--- src/hdl/qmpe_pkg.sv ---
// Shared constants and types for the quad max pairwise extent block.
// No dependencies; imported by every module of the block.
`timescale 1ns / 1ps

package qmpe_pkg;

  localparam int NUM_CORNERS   = 4;
  localparam int NUM_PAIRS     = 6;
  localparam int CORNER_IDX_W  = 2;
  localparam int EXTENT_WIDTH  = 17;
  localparam int MAXSQ_WIDTH   = 33;

  typedef logic [CORNER_IDX_W-1:0] corner_idx_t;

  // Corner pairs in the order (0,1) (0,2) (0,3) (1,2) (1,3) (2,3).
  localparam corner_idx_t PAIR_A [NUM_PAIRS] = '{2'd0, 2'd0, 2'd0, 2'd1, 2'd1, 2'd2};
  localparam corner_idx_t PAIR_B [NUM_PAIRS] = '{2'd1, 2'd2, 2'd3, 2'd2, 2'd3, 2'd3};

endpackage

--- src/hdl/qmpe_max_tree.sv ---
// Three-stage registered maximum tree over the six pair distances.
// Depends on qmpe_pkg for the pair count.
`timescale 1ns / 1ps

module qmpe_max_tree import qmpe_pkg::*; #(
  parameter int COORD_WIDTH = 16
) (
  input  logic                   clk_i,
  input  logic                   rst_ni,
  input  logic                   valid_i,
  output logic                   ready_o,
  input  logic [2*COORD_WIDTH:0] d2_i [NUM_PAIRS],
  output logic                   valid_o,
  input  logic                   ready_i,
  output logic [2*COORD_WIDTH:0] best_o
);

  localparam int DW = 2 * COORD_WIDTH + 1;

  logic          l1_v_q, l2_v_q, l3_v_q;
  logic          l1_rdy, l2_rdy, l3_rdy;
  logic [DW-1:0] l1_q [3];
  logic [DW-1:0] l2_q [2];
  logic [DW-1:0] l3_q;

  assign l3_rdy  = !l3_v_q || ready_i;
  assign l2_rdy  = !l2_v_q || l3_rdy;
  assign l1_rdy  = !l1_v_q || l2_rdy;
  assign ready_o = l1_rdy;
  assign valid_o = l3_v_q;
  assign best_o  = l3_q;

  always_ff @(posedge clk_i or negedge rst_ni) begin
    if (!rst_ni) begin
      l1_v_q <= 1'b0;
      l2_v_q <= 1'b0;
      l3_v_q <= 1'b0;
    end else begin
      if (l1_rdy) l1_v_q <= valid_i;
      if (l2_rdy) l2_v_q <= l1_v_q;
      if (l3_rdy) l3_v_q <= l2_v_q;
    end
  end

  always_ff @(posedge clk_i) begin
    if (l1_rdy) begin
      for (int k = 0; k < 3; k++) begin
        l1_q[k] <= (d2_i[2*k] > d2_i[2*k+1]) ? d2_i[2*k] : d2_i[2*k+1];
      end
    end
    if (l2_rdy) begin
      l2_q[0] <= (l1_q[0] > l1_q[1]) ? l1_q[0] : l1_q[1];
      l2_q[1] <= l1_q[2];
    end
    if (l3_rdy) begin
      l3_q <= (l2_q[0] > l2_q[1]) ? l2_q[0] : l2_q[1];
    end
  end

endmodule

--- config.mk ---
export PLATFORM = sky130hd
export DESIGN_NAME = qmpe_max_tree
export DESIGN_NICKNAME = d
export VERILOG_FILES = /design/src/hdl/qmpe_pkg.sv /design/src/hdl/qmpe_max_tree.sv
export SDC_FILE = /design/constraint.sdc
export NUM_CORES = 1
export LEC_CHECK = 0
export BUFFER_PORTS_ARGS = -buffer_cell sky130_fd_sc_hd__buf_2
export CORE_MARGIN = 5
export CORE_UTILIZATION = 40
export CTS_BUF_LIST = sky130_fd_sc_hd__clkbuf_16
export CTS_CLUSTER_SIZE = 16
export DETAILED_ROUTE_END_ITERATION = 16
export HOLD_SLACK_MARGIN = 0.06
export PLACE_DENSITY = 0.61
export SLEW_MARGIN = 20
export SYNTH_ARGS = -nofsm -noshare
export SYNTH_HDL_FRONTEND = slang
export SYNTH_SLANG_ARGS = --single-unit
--- constraint.sdc ---
create_clock -name clk_i -period 5.1 [get_ports clk_i]
set_input_delay 0.255 -clock clk_i [delete_from_list [all_inputs] [get_ports clk_i]]
set_output_delay 0.255 -clock clk_i [all_outputs]
set_load 0.05 [all_outputs]
* After elaboration in Yosys (flattened, before gate mapping)
Memories as Yosys holds them, arrays and structs flattened. Index checks and enable logic that the tools add are counted.
Operators by class: $lt $le $gt $ge 5, multiplexer cells 9, reduce and logical (&&, ||, !) cells 6
Operators by type and width (number):
- > comparator 33 bit | 5
- 2-to-1 mux 33 bit | 5
- 2-to-1 mux 1 bit | 4
- zero test 1 bit | 3
- logical OR 1 bit | 3
Word-level totals: flip-flop bits (word level) 36, input port bits 202, word-level logic and storage cells 26, bits in writable memories 165, output and inout bits 35, memories 2
Memories:
- l1_q | depth 3, bits a word 33, rd ports 3, clocked after memory_dff 0, write ports 3, RTL line qmpe_max_tree.sv:22 | logic [DW-1:0] l1_q [3];
- l2_q | depth 2, bits a word 33, rd ports 2, clocked after memory_dff 0, write ports 2, RTL line qmpe_max_tree.sv:23 | logic [DW-1:0] l2_q [2];

* Depth between registers and ports, before layout
depth after elaboration 6, depth in mapped cells 9, depth with buffers taken out 8

* Least setup slack after synthesis
OpenSTA, ideal clock, no wires.
path type register to register, start point reg l3_v_q, in the netlist valid_o, end point mem l1_q[0][0] in the netlist's numbering (enable), required time 3538 ps, library setup time 1562 ps, clock period less this slack 5511 ps, setup slack -411 ps, arrival time 3949 ps, cell stages (with the launch flop) 2, buffers on the path 0, path through dfrtp_1 > nand4b_1
RTL lines:
- start: declaration | RTL line qmpe_max_tree.sv:20 | logic l1_v_q, l2_v_q, l3_v_q;
- start signal: assignment | RTL line qmpe_max_tree.sv:41 | if (l3_rdy) l3_v_q <= l2_v_q;
- end: declaration | RTL line qmpe_max_tree.sv:22

==> metrics.md <==
| Metric | Value |
|---|---|
| Status | completed |
| CTS tree | yes |
| CORE AREA | 30750 sq um |
| Worst path top cell family by delay | buffers and inverters |
| Post-synth EDFFs | 198 |
| Clock slew at reported path FFs | 60 ps |
| Latest clock arrival within the worst-skew pair | 510 ps |
| Sequential fraction of the synthesis area | 0.4810 |
| Ant. Diodes | 0 |
| Critical Path End | l1_q[0][24]$_DFFE_PP_ |
| Antenna Nets Post-Route | 0 |
| TNS Setup | 0 ps |
| Post-Syn Area per Cell | 12.73 sq um |
| First-pass GRT wire length | 46700 microns |
| Synth top cells by count | 198 x edfxtp_1, 167 x inv_1, 165 x ha_1 |
| VDD IR max | 0.0002257 V |
| Initial antenna violation count | 0 |
| Post-DP HPWL | 22270 microns |
| Buffers and inverters on the worst path | 5 |
| Number of global-route vias before repair | 9068 |
| Leading area contributor after synthesis | edfxtp_1 |
| CP Data Arrival Time | 4130 ps |
| Vias post-DR | 8671 |
| Wire per inst | 16.53 microns |
| Via density | 4.902 |
| Kind of critical path | input port to register |
| Router iterations before antenna repair | 4 |
| Setup violations, final | 0 |
| Min-Delay Path Class | input port to register |
| TritonCTS sink count | 201 |
| Die Y | 186.9 microns |
| Post-route cell area | 16030 sq um |
| Die width | 186.9 microns |
| Element type at the critical path end | register |
| Clock Tree Buf Depth | 3 |
| R2r endpoint | best_o[32]$_DFFE_PP_ |
| Largest net degree at the start of global routing | 102 |
| Mapped Cells | 983 |
| Levels on crit path | 12 |
| Top FF cell, synth | edfxtp_1 |
| Grt ovf | 0 |
| Mapped Area | 12520 sq um |
| Post-Synthesis Net Count | 1350 |
| Root Buffer | clkbuf_16 |
| Number of I/O port buffers | 236 |
| Top-count cell post-synth | edfxtp_1 |
| Core Rows | 64 |
| Post-Place Cells | 1608 |
| Synth area leaders | edfxtp_1 47%, ha_1 16%, mux2_2 9.0% |
| Initial core utilization | 0.4071 |
| WP data required | 5360 ps |
| CTS H-tree lvls | 1 |
| Flop2flop setup slack | 2030 ps |
| Startpoint Class | input port |
| DR DRC count | 0 |
| Die area | 34930 sq um |
| Top-area cell type share of the netlist area | 0.4750 |
| Final hold vios | 0 |
| Placement Setup Slack | 1709 ps |
| Total track usage | 0.1629 |
| Tcrit/Tclk final | 0.7594 |
| CP most frequent cell | dlygate4sd3_1 |
| Netlist cell types | 41 |
| MaxCap Viol Count | 0 |
| Post-layout nets | 1722 |
| Final Non-Filler Cells | 1769 |
| Slew headroom | 0.3593 |
| Slowest stage cell, crit path | o31ai_4 |
| Worst setup startpoint | d2_i[156] |
| Setup Skew | 9.033 ps |
| Top Ports | 237 |
| Max-slew violations | 0 |
| Drt total wl | 29240 microns |
| Worst slew pin tran | 961.1 ps |
| Post-CTS Setup Inserts | 0 |
| YS warnings | 0 |
| Asr flop ratio synth | 0.01493 |
| TritonCTS buffer count | 24 |
| Share of layout cells above drive strength 1 | 0.3292 |
| F_max | 258.2 MHz |
| Power per cell area | 362.9 nW/um^2 |
| Yosys reg bits | 201 |
| Leak pwr | 7.443 nW |
| Placed cell area | 14120 sq um |
| 1st-iter DRT viols | 367 |
| Crit-path max FO | 24 |
| CP Cell Sequence | dlygate4sd3_1, buf_2, inv_1, ha_1, a21oi_1, o21ai_0, a221oi_1, o211ai_1, o31ai_4, buf_4, mux2_2, dlygate4sd3_1 |
| Final worst slack | 1227 ps |
| Area grow syn2layout | 28.04% |
| CP max stage delay | 640 ps |
| RR Startpoint | l2_q[0][30]$_DFFE_PP_ |
| Gpl congestion | 0.7995 |
| RSZ-0062 raised after global routing | no |
| Min Tclk post-route | 3873 ps |
| Worst r2r path cells | 7 |
[layer usage]
layer,up-vias,GRT usage,share of wire,wire [microns]
li1,4371,-,-,-
met1,4055,0.2239,0.47,13670
met2,209,0.2755,0.47,13680
met3,36,0.02520,0.049,1444
met4,0,0.03328,0.015,451
met5,-,0,0,0
[layout make-up]
type | instances | area, sq um
repair buffers | 361 | 2425
clock buffers | 25 | 625.6
fillers | 2723 | 14720
clock inverters | 19 | 110.1
flip-flops and latches | 201 | 6022
well taps | 396 | 495.5
inverters | 167 | 626.9
multi-input cells | 600 | 5723
[kinds of logic after synthesis]
| group | after synthesis | share of synthesized area |
|---|---|---|
| adder cells (fa/ha/maj) | 165 | 0.1649 |
| buffers and inverters | 182 | 0.06207 |
| multiplexers | 165 | 0.1664 |
| flip-flops | 201 | 0.4810 |
| AND/OR/NAND/NOR | 138 | 0.05797 |
| AO/OA/AOI/OAI | 132 | 0.06767 |
[registers in the layout, indices dropped and copies added, names as in the netlist]
| name | count |
|---|---|
| best_o | 33 |
| l1_q | 99 |
| l1_v_q | 1 |
| l2_q | 66 |
| l2_v_q | 1 |
| valid_o | 1 |
[layout by cell type, fill, tap and decap left out, drive strengths merged, types with 17 or more instances in the layout]
cell type and count:
inv 173, dlygate4sd3 117, nand3 17, nand4 41, o21ai 20, buf 244
nand2 35, nor2 19, clkbuf 25, a21oi 73, mux2 165, edfxtp 198
ha 165
[worst min path at each step]
stage                          from  cells past startpoint  slack [ps]                    end
after floorplan              rst_ni                      0         -40     l1_v_q$_DFFE_PN0P_
after global placement       rst_ni                      1          50     l1_v_q$_DFFE_PN0P_
after detailed placement     rst_ni                      1          50     l1_v_q$_DFFE_PN0P_
after CTS                 d2_i[152]                      2          60  l1_q[0][20]$_DFFE_PP_
after global routing       d2_i[91]                      2          60  l1_q[0][58]$_DFFE_PP_
final                     d2_i[195]                      2          70  l1_q[0][30]$_DFFE_PP_
[through the flow]
step,hold slack [ps],utilization,power (mW)
final,72.73,0.5212,5.816
after detailed placement,54.60,0.4592,4.185
after global placement,51.82,0.4592,4.161
after floorplan,-40.59,-,3.706
after CTS,60.01,0.5212,5.896
after global routing,62.00,0.5212,6.154
[power breakdown]
part	internal (mW)	switching, mW
Sequential	2.24	0.168
Combinational	0.834	0.992
Clock	0.931	0.648
[repair_timing]
item                                   CTS  global route
gates resized for setup                  0             0
endpoints found under the hold margin   70             0
hold buffers                           117             0
Power figures use the tool's default switching activity.
